`src/rtl/core/ultrasonic_echo_ranger_defines.svh`:
```
// assertion macros for the echo ranger
`ifndef ULTRASONIC_ECHO_RANGER_DEFINES_SVH
`define ULTRASONIC_ECHO_RANGER_DEFINES_SVH

`ifndef NO_ASSERTIONS
// property holds at every clock edge outside reset
`define UER_ASSERT(lbl, clk, rstn, prop, msg) \
  lbl: assert property (@(posedge clk) disable iff (!rstn) (prop)) else $error(msg);
// expression must never be true outside reset
`define UER_ASSERT_NEVER(lbl, clk, rstn, expr, msg) \
  lbl: assert property (@(posedge clk) disable iff (!rstn) !(expr)) else $error(msg);
`else
`define UER_ASSERT(lbl, clk, rstn, prop, msg)
`define UER_ASSERT_NEVER(lbl, clk, rstn, expr, msg)
`endif

`endif

```
`src/rtl/core/uer_pkg.sv`:
```
package uer_pkg;

  localparam int unsigned FIFO_DEPTH   = 128;
  localparam int unsigned PTR_BITS     = $clog2(FIFO_DEPTH);
  localparam int unsigned COUNT_BITS   = 24;
  localparam int unsigned WIDTH_BITS   = 24;
  localparam int unsigned TRIG_BITS    = 16;
  localparam int unsigned IN_DATA_BITS = 8;
  localparam int unsigned OUT_DATA_BITS = 32;

  localparam logic [TRIG_BITS-1:0] TRIG_LEN_RST = TRIG_BITS'(600);

  typedef logic [PTR_BITS-1:0]   ptr_t;
  typedef logic [COUNT_BITS-1:0] cnt_t;
  typedef logic [TRIG_BITS-1:0]  trig_t;

  typedef enum logic [1:0] {
    ACT_IDLE  = 2'd0,
    ACT_START = 2'd1,
    ACT_POP   = 2'd2,
    ACT_RSVD  = 2'd3
  } action_e;

endpackage

```
`src/rtl/core/ultrasonic_echo_ranger.sv`:
```
// ultrasonic echo ranger: trigger pulse generation and echo width capture
// path: a word accepted on the slave side is held in the input register, then
//   processed into the result register once that is free or being drained
// throughput: one word per cycle while the master side accepts results
// reset: async active low, clears control state and pointers, trig_len to 600;
//   fifo storage is not cleared, entries are read only after being written
`include "ultrasonic_echo_ranger_defines.svh"

module ultrasonic_echo_ranger import uer_pkg::*; (
  input  logic                     clk_i,
  input  logic                     rst_ni,
  // config: trig_len
  input  logic                     cfg_we_i,
  input  logic [TRIG_BITS-1:0]     cfg_wdata_i,
  // slave side
  input  logic                     s_axis_tvalid_i,
  output logic                     s_axis_tready_o,
  // [1:0] action, [2] echo_level, rest zero
  input  logic [IN_DATA_BITS-1:0]  s_axis_tdata_i,
  // master side
  output logic                     m_axis_tvalid_o,
  input  logic                     m_axis_tready_i,
  // [0] trig_level, [24:1] read_width, [25] buffer_empty, [26] buffer_full, rest zero
  output logic [OUT_DATA_BITS-1:0] m_axis_tdata_o,
  // [0] read_valid
  output logic                     m_axis_tuser_o
);

  // configuration register
  trig_t trig_len_q;

  always_ff @(posedge clk_i or negedge rst_ni) begin
    if (!rst_ni) begin
      trig_len_q <= TRIG_LEN_RST;
    end else if (cfg_we_i) begin
      trig_len_q <= cfg_wdata_i;
    end
  end

  // input register
  logic       in_valid_q, in_valid_d;
  logic [1:0] action_q;
  logic       echo_q;
  logic       in_accept;
  logic       proc;

  // result register
  logic                   out_valid_q, out_valid_d;
  logic                   trig_level_q;
  logic [WIDTH_BITS-1:0]  read_width_q;
  logic                   read_valid_q;
  logic                   buf_empty_q;
  logic                   buf_full_q;

  // the tick is processed once the result register is free or being drained
  assign proc            = in_valid_q && (!out_valid_q || m_axis_tready_i);
  assign s_axis_tready_o = !in_valid_q || proc;
  assign in_accept       = s_axis_tvalid_i && s_axis_tready_o;

  always_comb begin
    in_valid_d = in_valid_q;
    if (in_accept) begin
      in_valid_d = 1'b1;
    end else if (proc) begin
      in_valid_d = 1'b0;
    end
  end

  always_ff @(posedge clk_i or negedge rst_ni) begin
    if (!rst_ni) begin
      in_valid_q <= 1'b0;
    end else begin
      in_valid_q <= in_valid_d;
    end
  end

  always_ff @(posedge clk_i) begin
    if (in_accept) begin
      action_q <= s_axis_tdata_i[1:0];
      echo_q   <= s_axis_tdata_i[2];
    end
  end

  // tick state
  logic  echo_prev_q, echo_prev_d;
  logic  measuring_q, measuring_d;
  cnt_t  elapsed_q, elapsed_d;
  trig_t trig_rem_q, trig_rem_d;
  ptr_t  rd_ptr_q, rd_ptr_d;
  ptr_t  wr_ptr_q, wr_ptr_d;

  // width storage with a prefetched head word
  cnt_t  width_mem [FIFO_DEPTH];
  cnt_t  head_q;

  logic  rising, falling, fire, push, pop_ok, push_ok;
  logic  empty_now, full_after_pop;
  logic  trig_level;
  trig_t trig_loaded;
  cnt_t  elapsed_inc;
  ptr_t  rd_ptr_inc;
  ptr_t  wr_ptr_inc;

  always_comb begin
    rising      = echo_q && !echo_prev_q;
    falling     = !echo_q && echo_prev_q;
    fire        = (action_q == ACT_START);
    push        = 1'b0;
    measuring_d = measuring_q;
    elapsed_d   = elapsed_q;
    // saturating tick count
    elapsed_inc = (elapsed_q == '1) ? elapsed_q : elapsed_q + cnt_t'(1);

    if (rising) begin
      measuring_d = 1'b1;
      elapsed_d   = '0;
    end else if (measuring_q) begin
      elapsed_d = elapsed_inc;
      if (falling) begin
        push        = 1'b1;
        measuring_d = 1'b0;
      end
    end else if (falling) begin
      // falling edge with no rising edge seen: retrigger
      fire = 1'b1;
    end

    // trigger pulse counts down from trig_len, high while nonzero
    trig_loaded = fire ? trig_len_q : trig_rem_q;
    trig_level  = (trig_loaded != '0);
    trig_rem_d  = trig_level ? trig_loaded - trig_t'(1) : trig_loaded;

    // pop first from the fifo as it stood, then push
    empty_now      = (rd_ptr_q == wr_ptr_q);
    pop_ok         = (action_q == ACT_POP) && !empty_now;
    rd_ptr_inc     = rd_ptr_q + ptr_t'(1);
    rd_ptr_d       = pop_ok ? rd_ptr_inc : rd_ptr_q;
    wr_ptr_inc     = wr_ptr_q + ptr_t'(1);
    full_after_pop = (wr_ptr_inc == rd_ptr_d);
    push_ok        = push && !full_after_pop;
    wr_ptr_d       = push_ok ? wr_ptr_inc : wr_ptr_q;

    echo_prev_d = echo_q;
  end

  always_ff @(posedge clk_i or negedge rst_ni) begin
    if (!rst_ni) begin
      echo_prev_q <= 1'b0;
      measuring_q <= 1'b0;
      elapsed_q   <= '0;
      trig_rem_q  <= '0;
      rd_ptr_q    <= '0;
      wr_ptr_q    <= '0;
    end else if (proc) begin
      echo_prev_q <= echo_prev_d;
      measuring_q <= measuring_d;
      elapsed_q   <= elapsed_d;
      trig_rem_q  <= trig_rem_d;
      rd_ptr_q    <= rd_ptr_d;
      wr_ptr_q    <= wr_ptr_d;
    end
  end

  // memory: one write port, one registered read of the next head
  logic mem_we;
  ptr_t head_addr;

  assign mem_we    = proc && push_ok;
  assign head_addr = proc ? rd_ptr_d : rd_ptr_q;

  always_ff @(posedge clk_i) begin
    if (mem_we) begin
      width_mem[wr_ptr_q] <= elapsed_d;
    end
    // bypass when the word just written becomes the head
    if (mem_we && (wr_ptr_q == head_addr)) begin
      head_q <= elapsed_d;
    end else begin
      head_q <= width_mem[head_addr];
    end
  end

  // result register
  always_comb begin
    out_valid_d = out_valid_q;
    if (proc) begin
      out_valid_d = 1'b1;
    end else if (m_axis_tready_i) begin
      out_valid_d = 1'b0;
    end
  end

  always_ff @(posedge clk_i or negedge rst_ni) begin
    if (!rst_ni) begin
      out_valid_q <= 1'b0;
    end else begin
      out_valid_q <= out_valid_d;
    end
  end

  always_ff @(posedge clk_i) begin
    if (proc) begin
      trig_level_q <= trig_level;
      read_width_q <= pop_ok ? WIDTH_BITS'(head_q) : '0;
      read_valid_q <= pop_ok;
      buf_empty_q  <= (rd_ptr_d == wr_ptr_d);
      buf_full_q   <= ((wr_ptr_d + ptr_t'(1)) == rd_ptr_d);
    end
  end

  assign m_axis_tvalid_o = out_valid_q;
  assign m_axis_tuser_o  = read_valid_q;
  assign m_axis_tdata_o  = {(OUT_DATA_BITS - WIDTH_BITS - 3)'(0), buf_full_q, buf_empty_q,
                            read_width_q, trig_level_q};

  // checks
  `UER_ASSERT(a_pop_moves_head, clk_i, rst_ni, proc && (action_q == ACT_POP) && (rd_ptr_q != wr_ptr_q) |=> rd_ptr_q == $past(rd_ptr_q) + ptr_t'(1), "valid pop did not advance read pointer")
  `UER_ASSERT(a_ptrs_hold_idle, clk_i, rst_ni, !proc |=> $stable(rd_ptr_q) && $stable(wr_ptr_q), "fifo pointers moved without a tick")
  `UER_ASSERT(a_stall_cause, clk_i, rst_ni, !s_axis_tready_o |-> in_valid_q && out_valid_q && !m_axis_tready_i, "input stalled without a blocked result")
  `UER_ASSERT_NEVER(a_valid_pop_empty, clk_i, rst_ni, proc && pop_ok && empty_now, "pop served from an empty fifo")

endmodule
```
`config.mk`:
```
export PLATFORM = sky130hd
export DESIGN_NAME = ultrasonic_echo_ranger
export DESIGN_NICKNAME = d
export VERILOG_FILES = /design/src/rtl/core/uer_pkg.sv /design/src/rtl/core/ultrasonic_echo_ranger.sv
export VERILOG_INCLUDE_DIRS = /design/src /design/src/rtl/core
export SDC_FILE = /design/constraint.sdc
export NUM_CORES = 2
export LEC_CHECK = 0
export ABC_CLOCK_PERIOD_IN_PS = 7650
export BUFFER_PORTS_ARGS = -buffer_cell sky130_fd_sc_hd__buf_2
export CAP_MARGIN = 20
export CORE_MARGIN = 1
export CORE_UTILIZATION = 35
export DETAILED_ROUTE_END_ITERATION = 7
export HOLD_SLACK_MARGIN = 0.15
export SETUP_SLACK_MARGIN = 0.3
export SLEW_MARGIN = 10
export SYNTH_ARGS = -nofsm -noshare
export SYNTH_HDL_FRONTEND = slang
export SYNTH_SLANG_ARGS = --single-unit
```
`constraint.sdc`:
```
create_clock -name clk_i -period 7.65 [get_ports clk_i]
set_input_delay 0.3825 -clock clk_i [delete_from_list [all_inputs] [get_ports clk_i]]
set_output_delay 0.3825 -clock clk_i [all_outputs]
set_load 0.02 [all_outputs]
```
==> metrics <==
Post-synth ARST share=2.324%; CP peak stage delay=0.87 ns; clk_skew=~0.06 ns; Final Routed Wirelength=between 200000 and 300000 µm; CP top delay family=simple AND/OR/NAND/NOR gates; kind of critical path=register to register; Synth cell types=63; Clock Latency Late Sink=0.89 ns; Rows=217; Most common cell on crit path=xnor2_1; core box area=350000 µm²; initial drt markers=5969; PD cells=around 320 nW/µm²; Placement Setup Slack=roughly 2.4 ns; Area Overhead vs Synth=14.57%; total track usage=about 16%; vias in the first global route=56810; met3 wire length=19830 µm; Pins Over Slew Limit=0; Sequential cell area=95200 µm²; post-route ant nets=0; Main synth FF type=edfxtp_1; vias=55470; clock tree root buffer cell=clkbuf_16; Fmax=183.5 MHz; sum of negative setup slack=0 ns; Hold Startpoint=s_axis_tdata_i[1]; Yosys top cell by area=edfxtp_1; clk sinks=roughly 3200; fin crit period=5.451 ns; WP data required=8.10 ns; die area=between 300000 and 400000 µm²; maximum buffer depth of the clock tree=4; DR WL/cell=28.18 µm; worst reg-to-reg path cell count=11; Max Fanout on Critical Path=24; crit path cell chain=ha_1 > and3_1 > xnor2_1 > xnor2_1 > o31ai_1 > nand4_1 > o21ai_4 > nor3_1 > nand3_2 > buf_4 > nor2_4; reg-to-reg startpoint=wr_ptr_q[0]; Yosys warning total=0; Seq/Total Area, Yosys=77.23%; critical path launch point type=register; drt pass-1 iters=7; drt drc=0; Layout Nets=5474; Fin. Hold Viols=0; GRT overflow=0; CTS tree=done; Leak=around 46 nW; met2 wire len=137500 µm; Placer Congestion=roughly 0.85; Synth Register Bits=3184; area share of the largest cell type after synthesis=between 70% and 80%; via/cell ratio=5.387; count of final setup violators=0; Max Used Layer=met5; crit end category=register; worst hold endpoint=action_q[1]; Multi-input gate area=28040 µm²; post-DP HPWL=161700 µm; Met1 Routed Length=124000 µm; IO buf count=53; reg2reg end=width_mem[46][11]; largest net degree at the start of global routing=143; # IOs=64; Synth Instances=5200; initial cell density of the core=a little over a third; flop-to-flop setup slack=around 2.2 ns; Arrival @ worst endpoint=5.90 ns; Die Span X=595.4 µm; initial antenna violation count=18; post-synthesis cell area=123200 µm²; Final period util=71.26%; RSZ-0062 raised after global routing=no; filler cell count=30030; Slew @ Worst Pin=1.124 ns; htree depth=5; Synth Area per Inst=around 24 µm²; layout cells sized above 1=31.99%; relative slew slack=24.87%; Max Cap Viol=0; Hold Path Stages=2; HP Class=input port to register; largest cells by area after synthesis=edfxtp_1 (76%), mux4_2 (18%), dfrtp_1 (1.4%); status=finished clean; clock-pin slew on the worst setup and hold paths=approximately 0.06 ns; Die Ht=a little under 600 µm; clock buffer count from CTS=323; first-pass GRT wire length=415100 µm; crit path setup slack, layout=2.199 ns; Post-synth EDFFs=3103; Peak VDD IR=0.3424 mV; CP bufs+invs=1; slowest CP cell=nor2_4
[layout make-up]
type                    instances  area share (%)
well taps                    4599           4.076
repair buffers                193           1.163
clock buffers                 391           6.116
multi-input cells            1727           19.86
clock inverters               181           1.311
diodes                         10         0.01772
flip-flops and latches       3184           67.43
inverters                      11         0.03013
[stage by stage]
step / std cells / power [mW] / util, % / hold slack (ns) / area [µm²]
after global placement: 9671 / 29.90 / 37.21 / 0.2978 / 130200
after detailed placement: 9671 / 29.97 / 37.21 / 0.3074 / 130200
after CTS: 10280 / 45.66 / 40.32 / 0.2423 / 141100
after global routing: 10290 / 46.72 / 40.34 / 0.2636 / 141200
after floorplan: 5204 / 26.73 / - / 0.08691 / 123200
final: 10300 / 45.27 / 40.34 / 0.2891 / 141200
[layout by cell type (no fill, tap or decap), drive strengths merged, types with 7 or more instances in the layout]
| master | netlist | routed |
|---|---|---|
| xnor2 | 29 | 29 |
| nand3 | 30 | 30 |
| nor3 | 19 | 19 |
| edfxtp | 3103 | 3103 |
| diode | 0 | 10 |
| clkinv | 0 | 129 |
| mux4 | 1008 | 1008 |
| nand4 | 12 | 12 |
| nor4 | 14 | 14 |
| inv | 11 | 16 |
| and3 | 10 | 10 |
| a21oi | 27 | 27 |
| mux2 | 20 | 20 |
| clkbuf | 187 | 391 |
| dlygate4sd3 | 0 | 41 |
| nand2 | 118 | 118 |
| buf | 95 | 152 |
| bufinv | 0 | 36 |
| o31ai | 11 | 11 |
| mux2i | 48 | 48 |
| dfrtp | 70 | 70 |
| a211oi | 8 | 8 |
| o21ai | 37 | 37 |
| xor2 | 34 | 34 |
| dfxtp | 7 | 7 |
| nor2 | 216 | 216 |
| clkinvlp | 0 | 11 |
| nand2b | 7 | 7 |
[report_power, final]
group	total (mW)	leakage, nW	internal [mW]	switching, mW
logic	9.72	8.51	4.29	5.43
clock network	15.7	5.13	9.25	6.50
registers	19.8	32.2	19.4	0.376
total	45.3	45.8	33.0	12.3
[metal layers]
layer	up-vias	track usage, %
met3	376	2.838
met5	-	0
met1	30330	22.99
li1	22780	-
met2	1983	25.42
met4	2	4.821
[how the worst max path moves through the flow]
stage / from / to / slack, ns / cells after the start
CTS: wr_ptr_q[0] / width_mem[46][4] / 2.28 / 11
global route: wr_ptr_q[0] / buf_full_q / 1.95 / 17
floorplan: elapsed_q[12] / width_mem[0][9] / 1.67 / 6
detailed placement: wr_ptr_q[0] / width_mem[46][2] / 2.35 / 11
finish: wr_ptr_q[0] / width_mem[46][11] / 2.20 / 11
global placement: wr_ptr_q[0] / buf_full_q / 2.21 / 17
[flip-flops by register name, summed over array words and instances (netlist names), named ones only]
| name | flops |
|---|---|
| in_valid_q | 1 |
| trig_level_q | 1 |
| measuring_q | 1 |
| m_axis_tuser_o | 1 |
| elapsed_q | 24 |
| trig_len_q | 16 |
| echo_prev_q | 1 |
| width_mem | 3072 |
| buf_empty_q | 1 |
| trig_rem_q | 16 |
| rd_ptr_q | 7 |
| echo_prev_d | 1 |
| buf_full_q | 1 |
| read_width_q | 24 |
| m_axis_tvalid_o | 1 |
| action_q | 2 |
| wr_ptr_q | 7 |
[cells in the mapped netlist (all sizes together) (4+ instances only)]
master  number
or4          5
nor4        14
o21a         6
nor2b        6
o31ai       11
nand3       30
or3          6
xor2        34
o21ai       37
nor2       216
a211oi       8
clkbuf     187
nand2b       7
ha           5
mux2i       48
dfxtp        7
mux2        20
nand2      118
dfrtp       70
a31oi        5
and2         6
xnor2       29
edfxtp    3103
dfstp        4
mux4      1008
a21oi       27
nor3        19
nand4b       4
nand4       12
nand3b       5
and3        10
buf         95
inv         11
[repair_timing]
item,in CTS,in global routing
hold buffers,41,0
buffers inserted,0,0
gates resized for setup,0,0
endpoints found under the hold margin,98,0
[cells by family after synthesis]
| group | Yosys count | share of synthesized area [%] |
|---|---|---|
| AO/OA/AOI/OAI | 112 | 0.5980 |
| other | 1 | 0.003043 |
| buffers and inverters | 293 | 0.9646 |
| adder cells (fa/ha/maj) | 5 | 0.05077 |
| AND/OR/NAND/NOR | 466 | 1.679 |
| multiplexers | 1076 | 18.99 |
| flip-flops | 3184 | 77.23 |
| XOR/XNOR | 63 | 0.4752 |
No activity file was read; power rests on OpenSTA's default activity.
